<file path="config.mk">
export PLATFORM = sky130hd
export DESIGN_NAME = awa_clamp
export DESIGN_NICKNAME = d
export VERILOG_FILES = /design/src/hdl/assert_macros.svh /design/src/hdl/awa_pkg.sv /design/src/hdl/awa_clamp.sv
export SDC_FILE = /design/constraint.sdc
export NUM_CORES = 1
export LEC_CHECK = 0
export ABC_AREA = 1
export ABC_CLOCK_PERIOD_IN_PS = 3000
export BUFFER_PORTS_ARGS = -buffer_cell sky130_fd_sc_hd__buf_2
export CAP_MARGIN = 20
export CORE_UTILIZATION = 45
export DETAILED_ROUTE_END_ITERATION = 8
export PLACE_DENSITY_LB_ADDON = 0.12
export SYNTH_ARGS = -nofsm -noshare
export SYNTH_HDL_FRONTEND = slang
export SYNTH_SLANG_ARGS = --single-unit
</file>
<file path="constraint.sdc">
create_clock -name vclk -period 3
set_clock_uncertainty 0.1 [all_clocks]
set_input_delay 0 -clock vclk [all_inputs]
set_output_delay 0 -clock vclk [all_outputs]
set_load 0.02 [all_outputs]
</file>
<file path="src/hdl/assert_macros.svh">
// Assertion macros shared by the window averager RTL.
`ifndef ASSERT_MACROS_SVH
`define ASSERT_MACROS_SVH

// Same-cycle implication, checked on every rising edge outside reset.
`define AWA_ASSERT_IMPL(name, ante, cons) \
  name: assert property (@(posedge clk) disable iff (rst) (ante) |-> (cons)) \
    else $error("awa assertion failed");

// Next-cycle implication, checked on every rising edge outside reset.
`define AWA_ASSERT_NEXT(name, ante, cons) \
  name: assert property (@(posedge clk) disable iff (rst) (ante) |=> (cons)) \
    else $error("awa assertion failed");

`endif

</file>
<file path="src/hdl/awa_pkg.sv">
// Shared constants, types and result record of the ADC window averager.
package awa_pkg;

  localparam int CHANNELS     = 8;
  localparam int WINDOW_LOG2  = 8;
  localparam int WIN_LEN      = 1 << WINDOW_LOG2;
  localparam int CH_W         = (CHANNELS > 1) ? $clog2(CHANNELS) : 1;
  localparam int ADDR_W       = CH_W + WINDOW_LOG2;
  localparam int RING_DEPTH   = CHANNELS * WIN_LEN;
  localparam int CHAN_FIELD_W = 3;
  localparam int SAMPLE_W     = 12;
  localparam int SUM_W        = SAMPLE_W + WINDOW_LOG2;
  localparam int FULL_SCALE   = 4095;
  localparam int MV_REF       = 3300;
  localparam int MV_SHIFT     = 12;
  localparam int MV_W         = 12;
  localparam int MV_PROD_W    = SAMPLE_W + MV_SHIFT;

  typedef logic [SAMPLE_W-1:0]     sample_t;
  typedef logic signed [SAMPLE_W-1:0] offset_t;
  typedef logic [SUM_W-1:0]        sum_t;
  typedef logic [WINDOW_LOG2-1:0]  ptr_t;
  typedef logic [CH_W-1:0]         chan_idx_t;
  typedef logic [ADDR_W-1:0]       ring_addr_t;
  typedef logic [CHAN_FIELD_W-1:0] chan_field_t;
  typedef logic [MV_W-1:0]         mv_t;
  typedef logic [MV_PROD_W-1:0]    mv_prod_t;

  // Averaged result passed from the averaged stage to the output stage
  typedef struct packed {
    chan_field_t channel;
    sample_t     average;
  } awa_result_t;

endpackage

</file>
<file path="src/hdl/awa_clamp.sv">
// Calibration offset and clamp of one raw converter reading.
module awa_clamp import awa_pkg::*; (
  input  sample_t raw_sample,
  input  offset_t offset,
  output sample_t corrected
);

  logic signed [SAMPLE_W+1:0] biased;

  // Add offset in a width that holds every sum
  assign biased = $signed({2'b00, raw_sample}) + $signed({{2{offset[SAMPLE_W-1]}}, offset});

  // Pin raw zero and raw full scale, clamp the rest to the code range
  always_comb begin
    if ((raw_sample == '0) || (biased < 0)) begin
      corrected = '0;
    end else if ((raw_sample == SAMPLE_W'(FULL_SCALE)) || (biased > FULL_SCALE)) begin
      corrected = SAMPLE_W'(FULL_SCALE);
    end else begin
      corrected = biased[SAMPLE_W-1:0];
    end
  end

endmodule

</file>
# Word level (Yosys, flattened, before mapping)

Index checks and enable logic that the tools add are counted.

Muxes and demuxes: 2
Div/mod/pow operators: 0
Add/sub/neg operators: 1
Bitwise gates (word level): 0
$lt $le $gt $ge: 2
Shift operators: 0
Reductions and logical operators: 3
Multiply operators: 0
Equality and inequality tests: 1

Operators by type and width:

| cell                                                                              | number |
|---|---|
| 12-bit two-way mux                                                                | 2 |
| 13-bit by 12-bit adder with 14-bit output                                         | 1 |
| 14-bit by 13-bit greater-than comparator with 1-bit output, second input constant | 1 |
| 14-bit by 1-bit less-than comparator with 1-bit output, second input constant     | 1 |
| 12-bit equality test, second input constant                                       | 1 |
| 12-bit zero test                                                                  | 1 |
| 1-bit logical OR                                                                  | 2 |

Bits in read-only memories: 0
Register bits: 0
Logic and storage cells: 9
Memories: 0
Output and inout bits: 12
Latch bits: 0
Memory bits (writable): 0
Input bits: 24

# Longest topological paths before layout

Depth after elaboration: 5
Gate-level depth with buffers: 14
Mapped depth without buffers: 13

# Least setup slack after synthesis

OpenSTA, ideal clock, no wires.

Kind: input-to-output
Start point: input port offset[0]
End point: output port corrected[2]
Cell stages on the path: 13
Buffers on the path: 1
Data required time: 2.900 ns
Arrival time: 1.591 ns
Slack: 1.309 ns
Cells stage by stage: ha_1 inv_1 fa_1 inv_1 nand3_1 nand2_1 nand2_1 nand3_1 nand4_1 nand3_2 buf_4 nor2_1 nor2_1

Longest elaborated chain between the ends: 5
Elaborated cells on any way between the ends: 7

Ends and longest elaborated chain:

| what                                                       | line            | RTL |
|---|---|---|
| start, declared                                            | awa_clamp.sv:4  | `input offset_t offset,` |
| 13-bit by 12-bit adder with 14-bit output *                | awa_clamp.sv:11 | `assign biased = $signed({2'b00, raw_sample}) + $signed({{2{offset[SAMPLE_W-1]}}, offset});` |
| 14-bit by 13-bit greater-than comparator with 1-bit output | awa_clamp.sv:17 | `end else if ((raw_sample == SAMPLE_W'(FULL_SCALE)) \|\| (biased > FULL_SCALE)) begin` |
| 1-bit logical OR                                           | awa_clamp.sv:17 |  |
| 12-bit two-way mux                                         | awa_clamp.sv:17 |  |
| 12-bit two-way mux *                                       | awa_clamp.sv:15 | `if ((raw_sample == '0) \|\| (biased < 0)) begin` |
| end, declared                                              | awa_clamp.sv:5  | `output sample_t corrected` |

Mark *: on every way between the ends. The rest lies on a longest branch, timed or not.

# Worst setup path after layout

Start point: input port raw_sample[0]
End point: output port corrected[7]

Longest elaborated chain between the ends: 5
Elaborated cells on any way between the ends: 9

Ends and longest elaborated chain:

| what                                                       | line            | RTL |
|---|---|---|
| start, declared                                            | awa_clamp.sv:3  | `input sample_t raw_sample,` |
| 13-bit by 12-bit adder with 14-bit output                  | awa_clamp.sv:11 |  |
| 14-bit by 13-bit greater-than comparator with 1-bit output | awa_clamp.sv:17 |  |
| 1-bit logical OR                                           | awa_clamp.sv:17 |  |
| 12-bit two-way mux                                         | awa_clamp.sv:17 |  |
| 12-bit two-way mux *                                       | awa_clamp.sv:15 |  |

Marks and branches as above.

==> metrics.yaml <==
run_status:
  outcome: "finished, final reports clean"
power:
  p_leak_nw: 0.649
  power_mw: 0.275
  peakVddDrop_mv: 0.115
  p_per_area_nw_per_um2: 254
finish:
  final_cell_mix: "37 x nor2_1, 36 x buf_2, 35 x nand2_1, 23 x inv_1, 13 x ha_1"
  area_growth_syn_to_layout_pct: 21.6
  seq_area_um2: 0
  layout-drive-gt1-share_pct: 21.8
  nNetsFinal: 237
  clkbuf_count: 0
  fin_cells: 222
  seq_cells: 0
  num-fill-cells: 198
  final_util_pct: 60.8
  fin_area_um2: 1080
  diodes: 0
  layout_commonest_cell: "nor2_1"
setup_path:
  crit_top_cell: "nor2_1"
  crit_fanout: 12
  worstPathArrival_ns: 1.99
  critPathKind: "input port to primary output"
  start_kind: "input port"
  cpPeakStageDelay_ns: 0.39
  path_cells: "buf_2, ha_1, inv_1, fa_1, inv_1, nand3_1, nand2_1, inv_1, nor2_1, nor2_1, nand3_1, nand3_2, nor2_1, nor2_1, buf_2"
  required_ns: 2.90
  cp_slowest_cell: "fa_1"
  endpoint_kind: "primary output"
clock_tree:
  hold_buffers: 0
  postCtsSetupBuffers: 0
  post_cts_resized: 0
global_routing:
  first_global_vias: 985
  track_usage_pct: 23.8
  grt_start_max_net_pins: 13
  antenna_found_initial: 0
  grt_pass1_wl_mm: 3.87
  overflow: 0
sta:
  final-setup-viol-count: 0
  worstMarginPinSlew_ns: 0.388
  rsz0062_at_grt: "false"
  finalCritPeriodShare_pct: 69.8
  postLayoutSetupSlackWorst_ns: 0.906
  relSlewSlack_pct: 74.1
  fmax_mhz: 478
  finalSetupTns_ns: 0
  drv_slew: 0
  hold_ws_ns: 0.355
  hold_viol_final: 0
  finalCriticalPeriod_ns: 2.09
detailed_routing:
  wirelength_mm: 2.36
  wl_per_cell_um: 10.6
  drc: 0
  dr.pass1.iters: 4
  ant_nets: 0
  drt_iter0_drc: 17
  num_vias: 1112
  vias_per_cell: 5.01
yosys:
  synth_simple_gate_area_share_pct: 50.1
  synth_xor_area_share_pct: 10.8
  synth_cell_type_count: 24
  synthAdderAreaFrac_pct: 20.5
  yosysSeqAreaShare_pct: 0
  synth_top_family_by_area: "simple AND/OR/NAND/NOR gates"
  synthCells: 163
  synthesis.area_um2: 892
  synthMuxAreaShare_pct: 0
  syn-mean-instance-area_um2: 5.47
  synth_compound_area_share_pct: 6.45
  yosys_warnings: 0
  synthesis.nets: 201
floorplan:
  ios: 36
  dieWidth_um: 46.5
  core_area_um2: 1780
  num_rows: 15
  dieArea_um2: 2160
  die_y_um: 46.5
  initial_core_util_pct: 50.0
place:
  dp_hpwl_mm: 2.04
  placed_cells: 222
  dpl_cell_area_um2: 1080
  dp_slack_ns: 0.935
  gp_congestion: 0.890
  io_buffers: 36
run:
  drv_cap: 0
min_path:
  holdPathStages: 5
  hold_path_class: "input port to primary output"
Yosys cell counts (all sizes together), types with 2 or more instances:
cell type | instances | area [µm²]
xor2 | 8 | 70.1
nand4 | 5 | 31.3
buf | 2 | 18.8
a21oi | 8 | 40.0
xnor2 | 3 | 26.3
nor4 | 3 | 18.8
nor2 | 38 | 145
ha | 13 | 163
nand2 | 39 | 156
inv | 23 | 86.3
o21ai | 2 | 10.0
nand3 | 11 | 60.1
cell families (layout without fill, tap and decap cells):
logic type,Yosys count,count (layout)
simple gates,101,101
buf+inv,26,60
fa+ha+maj,14,14
compound gates,11,11
xor+xnor,11,11
path summary, 6_finish.rpt:
path / to / startpoint / slack, ns
min: corrected[0] / offset[0] / 0.36
max: corrected[7] / raw_sample[0] / 0.91
area by class of cell:
cell class / instances / area, µm² / share of cell area [%]
timing repair buffer: 36 / 180 / 16.6
multi-input combinational: 137 / 783 / 72.2
tap: 25 / 31.3 / 2.88
inverter: 24 / 90.1 / 8.30
metal layers:
layer / vias up / track usage (%) / routed length (µm)
met5: - / 0 / 0
met4: 0 / 4.71 / 8
met3: 2 / 1.18 / 84
met2: 35 / 46.9 / 1150
met1: 479 / 27.4 / 1110
li1: 596 / - / -
where the power goes:
| group | switching (mW) | internal [mW] | total, mW |
|---|---|---|---|
| sequential | 0 | 0 | 0 |
| combinational | 0.174 | 0.101 | 0.275 |
| clock | 0 | 0 | 0 |
critical path, delay by kind of cell:
family	cells	cell delay, ns
buffers and inverters	5	0.50
AND/OR/NAND/NOR	8	0.95
adder cells (fa/ha/maj)	2	0.55
Power figures use the tool's default switching activity.
