**src/hdl/assert_macros.svh**
```systemverilog
// Assertion macros shared by the window averager RTL.
`ifndef ASSERT_MACROS_SVH
`define ASSERT_MACROS_SVH

// Same-cycle implication, checked on every rising edge outside reset.
`define AWA_ASSERT_IMPL(name, ante, cons) \
  name: assert property (@(posedge clk) disable iff (rst) (ante) |-> (cons)) \
    else $error("awa assertion failed");

// Next-cycle implication, checked on every rising edge outside reset.
`define AWA_ASSERT_NEXT(name, ante, cons) \
  name: assert property (@(posedge clk) disable iff (rst) (ante) |=> (cons)) \
    else $error("awa assertion failed");

`endif

```
**src/hdl/awa_pkg.sv**
```systemverilog
// Shared constants, types and result record of the ADC window averager.
package awa_pkg;

  localparam int CHANNELS     = 8;
  localparam int WINDOW_LOG2  = 8;
  localparam int WIN_LEN      = 1 << WINDOW_LOG2;
  localparam int CH_W         = (CHANNELS > 1) ? $clog2(CHANNELS) : 1;
  localparam int ADDR_W       = CH_W + WINDOW_LOG2;
  localparam int RING_DEPTH   = CHANNELS * WIN_LEN;
  localparam int CHAN_FIELD_W = 3;
  localparam int SAMPLE_W     = 12;
  localparam int SUM_W        = SAMPLE_W + WINDOW_LOG2;
  localparam int FULL_SCALE   = 4095;
  localparam int MV_REF       = 3300;
  localparam int MV_SHIFT     = 12;
  localparam int MV_W         = 12;
  localparam int MV_PROD_W    = SAMPLE_W + MV_SHIFT;

  typedef logic [SAMPLE_W-1:0]     sample_t;
  typedef logic signed [SAMPLE_W-1:0] offset_t;
  typedef logic [SUM_W-1:0]        sum_t;
  typedef logic [WINDOW_LOG2-1:0]  ptr_t;
  typedef logic [CH_W-1:0]         chan_idx_t;
  typedef logic [ADDR_W-1:0]       ring_addr_t;
  typedef logic [CHAN_FIELD_W-1:0] chan_field_t;
  typedef logic [MV_W-1:0]         mv_t;
  typedef logic [MV_PROD_W-1:0]    mv_prod_t;

  // Averaged result passed from the averaged stage to the output stage
  typedef struct packed {
    chan_field_t channel;
    sample_t     average;
  } awa_result_t;

endpackage

```
**src/hdl/awa_out_stage.sv**
```systemverilog
// Output register stage: millivolt scaling and result hand-off.
module awa_out_stage import awa_pkg::*; (
  input  logic        clk,
  input  logic        rst,
  input  logic        res_valid,
  input  awa_result_t res,
  output logic        res_ready,
  output logic        out_valid,
  input  logic        out_stall,
  output chan_field_t out_channel,
  output sample_t     average_code,
  output mv_t         millivolts
);

  mv_prod_t product;

  // Scale to millivolts of the reference
  assign product   = mv_prod_t'(res.average) * mv_prod_t'(MV_REF);
  assign res_ready = !out_valid || !out_stall;

  // Control: take a new result whenever the register is free or draining
  always_ff @(posedge clk) begin
    if (rst) begin
      out_valid <= 1'b0;
    end else if (res_ready) begin
      out_valid <= res_valid;
    end
  end

  // Payload: hold while stalled
  always_ff @(posedge clk) begin
    if (res_ready && res_valid) begin
      out_channel  <= res.channel;
      average_code <= res.average;
      millivolts   <= product[MV_PROD_W-1:MV_SHIFT];
    end
  end

endmodule

```
**config.mk**
```make
export PLATFORM = sky130hd
export DESIGN_NAME = awa_out_stage
export DESIGN_NICKNAME = d
export VERILOG_FILES = /design/src/hdl/assert_macros.svh /design/src/hdl/awa_pkg.sv /design/src/hdl/awa_out_stage.sv
export SDC_FILE = /design/constraint.sdc
export NUM_CORES = 1
export LEC_CHECK = 0
export ABC_AREA = 1
export BUFFER_PORTS_ARGS = -buffer_cell sky130_fd_sc_hd__buf_2
export CORE_MARGIN = 10
export CORE_UTILIZATION = 29
export DETAILED_ROUTE_END_ITERATION = 12
export PLACE_DENSITY_LB_ADDON = 0.05
export SLEW_MARGIN = 40
export SYNTH_ARGS = -nofsm -noshare
export SYNTH_HDL_FRONTEND = slang
export SYNTH_SLANG_ARGS = --single-unit
```
**constraint.sdc**
```tcl
create_clock -name clk -period 4.3 [get_ports clk]
set_input_delay 0 -clock clk [delete_from_list [all_inputs] [get_ports clk]]
set_output_delay 0 -clock clk [all_outputs]
set_load 0.01 [all_outputs]
```
== Word-level counts from Yosys, hierarchy flattened ==
Cells that the tools add are included.

* Multipliers: 1
* Reduce and logical (&&, ||, !) cells: 4

{| class="wikitable"
|+ Operators by type and width
! kind !! count
|-
| $mul A12 B10 Y22 const B || 1
|-
| $logic_not A1 Y1 || 2
|-
| $logic_and A1 B1 Y1 || 1
|-
| $logic_or A1 B1 Y1 || 1
|}

* Register bits after elaboration: 28
* Word-level logic and storage cells: 9

== Longest topological paths before layout ==
Gate-level depths: netlist of run 1.

* Depth in word-level cells: 3
* Mapped depth: 18
* Gate-level depth less buffers: 18

== Worst setup path before layout of run 1 ==
No wires, ideal clock.

* Kind: input to register
* From: input res[1] (netlist name)
* To: register millivolts[9], data pin
* Library setup time: 0.260 ns
* Data arrival time: 3.367 ns
* Required time: 4.040 ns
* Path slack: 0.672 ns
* Stages: 15
* Cell sequence: ha_1 > xor2_1 > ha_1 > fa_1 > fa_1 > inv_1 > fa_1 > inv_1 > ha_1 > a21o_1 > nor2_1 > nand2_2 > nand3_2 > nand2_2 > xor2_2

* Cells in the longest elaborated chain, start to end: 1

{| class="wikitable"
|+ Ends and longest elaborated chain
! item !! RTL line !! RTL
|-
| start, declared || awa_out_stage.sv:6 || <nowiki>input awa_result_t res,</nowiki>
|-
| $mul A12 B10 Y22 || awa_out_stage.sv:18 || <nowiki>assign product = mv_prod_t'(res.average) * mv_prod_t'(MV_REF);</nowiki>
|-
| net product[21] || awa_out_stage.sv:15 || <nowiki>mv_prod_t product;</nowiki>
|-
| end signal, assigned || awa_out_stage.sv:35 || <nowiki>millivolts <= product[MV_PROD_W-1:MV_SHIFT];</nowiki>
|-
| end, declared || awa_out_stage.sv:12 || <nowiki>output mv_t millivolts</nowiki>
|}

The timed path passes the listed nets, and every way through them passes these cells.
A chain may end at the register's enable or synchronous reset.

== Worst setup path after layout of run 1 ==
* From: input res[3] (netlist name)
* To: register millivolts[11], data pin

Same word-level chain as after synthesis.

==> qor.txt, run 1 <==
Status: complete, no violations
Worst clock skew: 0.00429 ns
FILL cells: 1122
Slew headroom: 77.0%
Unrepaired setup endpoints after global routing: yes
Maximum clock rate: 241 MHz
Most frequent cell after synthesis: sky130_fd_sc_hd__ha_1
Fraction of layout instances using a drive strength above 1: 18.7%
DRC violations left: 0
Crit Path Max Fanout: 6
Number of buffers created by CTS: 3
Number of pins exceeding their max-slew limit in the final report: 0
Type of the setup path with the least slack: input pin to register
Clk Latency, worst-skew pair: 0.29 ns
Syn. warnings: 0
H-tree levels: 1
Cell type with the highest aggregate area in the netlist: sky130_fd_sc_hd__ha_1
Top cell types by occurrence after synthesis: sky130_fd_sc_hd__ha_1, sky130_fd_sc_hd__inv_1, sky130_fd_sc_hd__nand2_1
Instance count of the mapped netlist: 332
Die Y-Extent: 126 µm
Die extent in x: 126 µm
Post-synthesis cell type count: 26
Origin of the critical flop-to-flop path: out_valid$_SDFFE_PP0N_
Post-synth ARST share: 0%
Worst min-delay path endpoint: average_code[9]$_DFFE_PP_
Number of enable-type register cells in the synthesized netlist: 27
TritonCTS clock tree: yes
Worst slack, placed: 0.199 ns
Register area share after synthesis: 25.7%
Starting utilization of the core area: 29.7%
Starting DRT DRC Count: 56
Number of synthesized register bits: 28
Total global routing track utilization: 9.64%
Total power per unit cell area: 627 nW/µm²
Number of nets still failing antenna checks after routing: 0
Synthesized Nets: 451
Sum of routed wire length over all layers: 7.53 mm
Core Rows: 38
Number of standard cells in the final layout excluding fillers: 536
Reg2reg path depth: 2
Core utilization of the finished layout: 36.0%
Main flop type after synthesis: sky130_fd_sc_hd__edfxtp_1
Top cells by area in the synthesized netlist: sky130_fd_sc_hd__ha_1, sky130_fd_sc_hd__edfxtp_1, sky130_fd_sc_hd__fa_1
Via count of the first global-routing pass: 2513
Total Nets Final: 516
End of the worst register-to-register path: average_code[10]$_DFFE_PP_
Overall die area: 15800 µm²
Cell at the root of the clock tree: sky130_fd_sc_hd__clkbuf_8
Placer congestion estimate: 0.774
Total leakage power: 2.06 nW
Transition time of the tightest slew-check pin: 0.346 ns
Drt first pass iters: 4
Worst hold path startpoint: res[9]
Power after layout: 2.46 mW
Antenna violations before repair: 0
Count of port buffers added during placement: 47
Wire length of the first global-routing pass: 12.6 mm
Average wire per cell in the routed design: 14.0 µm
Share of the clock period used by the worst path: 96.4%
Area grow syn2layout: 21.2%
Multi-input gate area in the final layout: 2210 µm²
DP Cell Count: 520
HPWL reported at the end of detailed placement: 6.52 mm
Clk sinks: 28
Portion of synthesized cell area occupied by the leading cell type: 27.8%
Maximum VDD drop: 267 µV
Final worst path period need: 4.14 ns
Ant diodes: 0
Clock input transition at the sequential cells of the worst setup and hold paths: 0.10 ns
Drt via density: 4.35
Post-CTS setup-driven buffer insertion count: 0
Number of ports placed on the die boundary: 48
Setup crit end kind: register
Via count: 2329
Sort of element at the start of the critical path: input pin
Post-Synthesis Mean Instance Area: 9.75 µm²
Std-Cell Core Area: 10900 µm²
Maximum number of pins on one net before global-route repair: 26
GRT Residual Overflow: 0
Total setup violations reported at the end of the flow: 0
Hold violation count in the final report: 0
Sum Neg Setup Slack: 0 ns
Worst hold path depth: 1
Worst path arrival time: 4.20 ns
Setup slack after layout: 0.155 ns
Class of the most critical hold timing path: input pin to register
Req. time, crit path: 4.36 ns
Max Cap Violations: 0
Internal reg-to-reg setup slack: 3.10 ns
Maximum buffer depth of the clock tree: 2
Area taken by flip-flops and latches: 831 µm²
Synthesized area: 3240 µm²
[state kept, by name, indices dropped and copies added (netlist names)]
signal,cells
average_code,12
millivolts,12
out_channel,3
out_valid,1
[report_power, final]
part | total, mW | internal, mW | leakage [nW] | switching (mW)
Clock | 0.215 | 0.125 | 0.0357 | 0.0900
Sequential | 0.447 | 0.436 | 0.270 | 0.0113
Combinational | 1.79 | 0.715 | 1.75 | 1.08
Total | 2.46 | 1.28 | 2.06 | 1.18
[metrics by stage]
stage / hold slack (ns) / area (µm²)
floorplan: 0.0691 / 3240
global placement: 0.156 / 3660
detailed placement: 0.155 / 3660
CTS: 0.00271 / 3850
global route: 0.0194 / 3920
finish: 0.00177 / 3920
[worst max-delay path by stage]
stage | start | to | slack, ns | depth (start not counted)
after floorplan | res[1] | millivolts[9]$_DFFE_PP_ | 0.67 | 15
after global placement | res[1] | millivolts[11]$_DFFE_PP_ | 0.21 | 18
after detailed placement | res[1] | millivolts[11]$_DFFE_PP_ | 0.20 | 18
after CTS | res[3] | millivolts[11]$_DFFE_PP_ | 0.03 | 18
after global routing | res[3] | millivolts[11]$_DFFE_PP_ | -0.007 | 17
final | res[3] | millivolts[11]$_DFFE_PP_ | 0.16 | 17
[final cells by class]
type	count	share of cell area [%]
Clock buffer	3	1.05
Clock inverter	1	0.766
Inverter	71	6.80
Multi-Input combinational cell	233	56.5
Sequential cell	28	21.2
Tap cell	140	4.47
Timing Repair Buffer	60	9.26
[what timing repair did]
action / CTS / global route
setup endpoints to repair: 0 / 10
gates resized for setup: 0 / 13
hold buffers: 12 / 0
hold endpoints to repair: 11 / 0
[worst max-delay path, cell delays in order]
cell,delay [ns]
sky130_fd_sc_hd__dlygate4sd3_1,0.54
sky130_fd_sc_hd__buf_2,0.18
sky130_fd_sc_hd__ha_1,0.33
sky130_fd_sc_hd__inv_1,0.07
sky130_fd_sc_hd__fa_1,0.53
sky130_fd_sc_hd__inv_1,0.06
sky130_fd_sc_hd__fa_1,0.50
sky130_fd_sc_hd__fa_1,0.53
sky130_fd_sc_hd__ha_1,0.36
sky130_fd_sc_hd__ha_4,0.32
sky130_fd_sc_hd__nand2_1,0.12
sky130_fd_sc_hd__nor2_2,0.16
sky130_fd_sc_hd__nand3b_1,0.13
sky130_fd_sc_hd__nand3_2,0.14
sky130_fd_sc_hd__nand2_1,0.09
sky130_fd_sc_hd__nand3b_1,0.09
sky130_fd_sc_hd__nand2_1,0.05
[layout by cell type (no fill, tap or decap), drive strengths merged, types with 2 or more instances in the layout]
cell,Yosys,routed
a21o,5,5
xor2,9,9
clkbuf,0,3
xnor2,2,2
o21ai,6,6
ha,72,72
a21boi,2,2
dlygate4sd3,0,12
nor2,17,17
edfxtp,27,27
buf,0,48
nand3,13,13
nand2,58,58
nand3b,2,2
a21oi,15,15
fa,28,28
inv,71,71
[kinds of logic (layout without fill, tap and decap cells)]
group	count (synthesis)	in the layout	share of synthesized area [%]
buffers and inverters	71	135	8.24
flip-flops	28	28	25.7
adder cells (fa/ha/maj)	100	100	45.2
AND/OR/NAND/NOR	93	93	12.4
AO/OA/AOI/OAI	29	29	5.30
XOR/XNOR	11	11	3.21
[per-layer routing]
metal | track usage (%) | part of all wire, %
met1 | 12.8 | 49
met2 | 15.8 | 47
met3 | 0.881 | 1.8
met4 | 3.59 | 1.7
met5 | 0 | 0
Note: power is estimated with default switching activity, not from simulation.
==> run 2, diff against run 1 <==
Settings changed: CORE_UTILIZATION 29 to 44, GPL_TIMING_DRIVEN set to 0.
==> run 2 against run 1 <==
- maximum frequency up 2.0%
- largest cell class unchanged
- clock power about the same
- highest routed layer unchanged
- combinational power down 6%
- register-to-register slack worse by 0.10 ns
- die area down 29%
- core utilization up 17 points
==> qor.txt, run 2 (synthesized netlist as in run 1, its figures left out) <==
Status: complete, no violations
Number of nets still failing antenna checks after routing: 0
Total global routing track utilization: 11.9%
Post-CTS setup-driven buffer insertion count: 0
Power after layout: 2.36 mW
Clk sinks: 28
TritonCTS clock tree: yes
Met2 Track Usage GR: 18.6%
Starting DRT DRC Count: 84
Total leakage power: 2.05 nW
Starting utilization of the core area: 44.8%
Hold violation count in the final report: 0
Multi-input gate area in the final layout: 2200 µm²
Worst path arrival time: 4.12 ns
Sum Neg Setup Slack: 0 ns
Sum of routed wire length over all layers: 6.64 mm
Number of buffers created by CTS: 3
Worst clock skew: 0.00837 ns
Slowest CP cell: sky130_fd_sc_hd__fa_1
Drt first pass iters: 4
GRT Residual Overflow: 0
Chain of cells forming the critical path: dlygate4sd3_1 -> buf_2 -> ha_4 -> xor2_1 -> ha_1 -> fa_1 -> fa_1 -> inv_1 -> fa_1 -> inv_1 -> ha_2 -> a21o_1 -> a21boi_2 -> nand3_2 -> nand2_1 -> nand2_1 -> nand2_1 -> nand2_1
Req. time, crit path: 4.36 ns
Cell occurring most often along the worst timing path: sky130_fd_sc_hd__nand2_1
DRC violations left: 0
Average wire per cell in the routed design: 13.5 µm
Antenna violations before repair: 0
Transition time of the tightest slew-check pin: 0.481 ns
Number of standard cells in the final layout excluding fillers: 491
Type of the setup path with the least slack: input pin to register
Clk Latency, worst-skew pair: 0.28 ns
Drt via density: 4.62
Overall die area: 11200 µm²
Class of the most critical hold timing path: input pin to register
DP Cell Count: 479
Cell at the root of the clock tree: sky130_fd_sc_hd__clkbuf_8
Fraction of layout instances using a drive strength above 1: 19.1%
Total Nets Final: 512
Met1 layer usage reported by global route: 16.7%
Area grow syn2layout: 18.3%
Count of port buffers added during placement: 47
Slew headroom: 67.8%
Max Cap Violations: 0
Die Y-Extent: 106 µm
Area taken by flip-flops and latches: 831 µm²
Most Crowded Layer GR: met2
Crit Path Max Fanout: 5
Maximum number of pins on one net before global-route repair: 18
FILL cells: 684
Std-Cell Core Area: 7210 µm²
Maximum clock rate: 246 MHz
WHS: 0.00883 ns
Share of the clock period used by the worst path: 94.5%
Ant diodes: 0
Number of pins exceeding their max-slew limit in the final report: 0
Final worst path period need: 4.06 ns
Crit-path max cell delay: 0.55 ns
Die extent in x: 106 µm
Placer congestion estimate: 0.847
Total power per unit cell area: 616 nW/µm²
Maximum VDD drop: 230 µV
Via count of the first global-routing pass: 2270
Unrepaired setup endpoints after global routing: no
Maximum buffer depth of the clock tree: 2
HPWL reported at the end of detailed placement: 5.77 mm
Via count: 2268
Commonest non-fill, non-tap cells in the layout: sky130_fd_sc_hd__inv_1, sky130_fd_sc_hd__ha_1, sky130_fd_sc_hd__nand2_1, sky130_fd_sc_hd__buf_2, sky130_fd_sc_hd__fa_1
Clock input transition at the sequential cells of the worst setup and hold paths: 0.11 ns
Met3 usage in global routing: 2.07%
Number of ports placed on the die boundary: 48
H-tree levels: 1
Biggest registers after layout: average_code x12, millivolts x12, out_channel x3
Core Rows: 31
Most frequent standard cell in the layout excluding fill and tap cells: sky130_fd_sc_hd__inv_1
Total setup violations reported at the end of the flow: 0
Setup crit end kind: register
Sort of element at the start of the critical path: input pin
Wire length of the first global-routing pass: 10.9 mm
==> run 2: changes by cell type in the layout (fill, tap and decap cells not counted), sizes merged <==
cell,delta
clkbuf,+1
dlygate4sd3,-4
buf,-1
==> run 2: routing by layer <==
layer,up-vias,share of wire [%],wire [µm]
li1,1193,-,-
met1,1030,50,3340
met2,43,45,2980
met3,2,4.1,273
met4,0,0.72,48
met5,-,0,0
==> run 2: per-stage QoR <==
step / utilization [%] / worst slack [ns] / instance area, µm²
6_report: 53.1 / 0.235 / 3830
5_1_grt: 53.1 / 0.00500 / 3830
4_1_cts: 52.3 / 0.0442 / 3770
3_5_place_dp: 50.2 / 0.294 / 3620
3_3_place_gp: 49.8 / 0.320 / 3590
2_1_floorplan: - / 0.672 / 3240
==> run 2: area by class of cell <==
class / count / area share [%]
Multi-Input combinational cell: 233 / 57.5
Sequential cell: 28 / 21.7
Timing Repair Buffer: 56 / 8.69
Inverter: 71 / 6.96
Tap cell: 99 / 3.24
Clock buffer: 3 / 1.08
Clock inverter: 1 / 0.784
==> run 2: critical path, delay by kind of cell <==
kind	cells	cell delay, ns
compound gates	2	0.35
simple gates	5	0.37
fa+ha+maj	6	2.41
buf+inv	4	0.83
xor+xnor	1	0.15
==> run 2: worst paths after layout <==
kind                            cells past startpoint                    from  slack (ns)                       end
worst min-delay path                                3               out_stall       0.009    out_valid$_SDFFE_PP0N_
worst max-delay path                               18                  res[2]        0.24  millivolts[11]$_DFFE_PP_
worst max register to register                      2  out_valid$_SDFFE_PP0N_        3.00   millivolts[3]$_DFFE_PP_
worst min register to register                      2  out_valid$_SDFFE_PP0N_        0.52    out_valid$_SDFFE_PP0N_
==> run 2: power by group <==
group          leakage [nW]  internal, mW  switching, mW
clock network        0.0357         0.125         0.0923
registers             0.270         0.436         0.0105
logic                  1.74         0.665           1.03
total                  2.05          1.23           1.13
==> run 2: what timing repair did <==
action / in CTS / in global routing
gates resized for setup: 0 / 13
endpoints found under the setup margin: 0 / 10
hold buffers: 8 / 0
hold endpoints to repair: 8 / 0
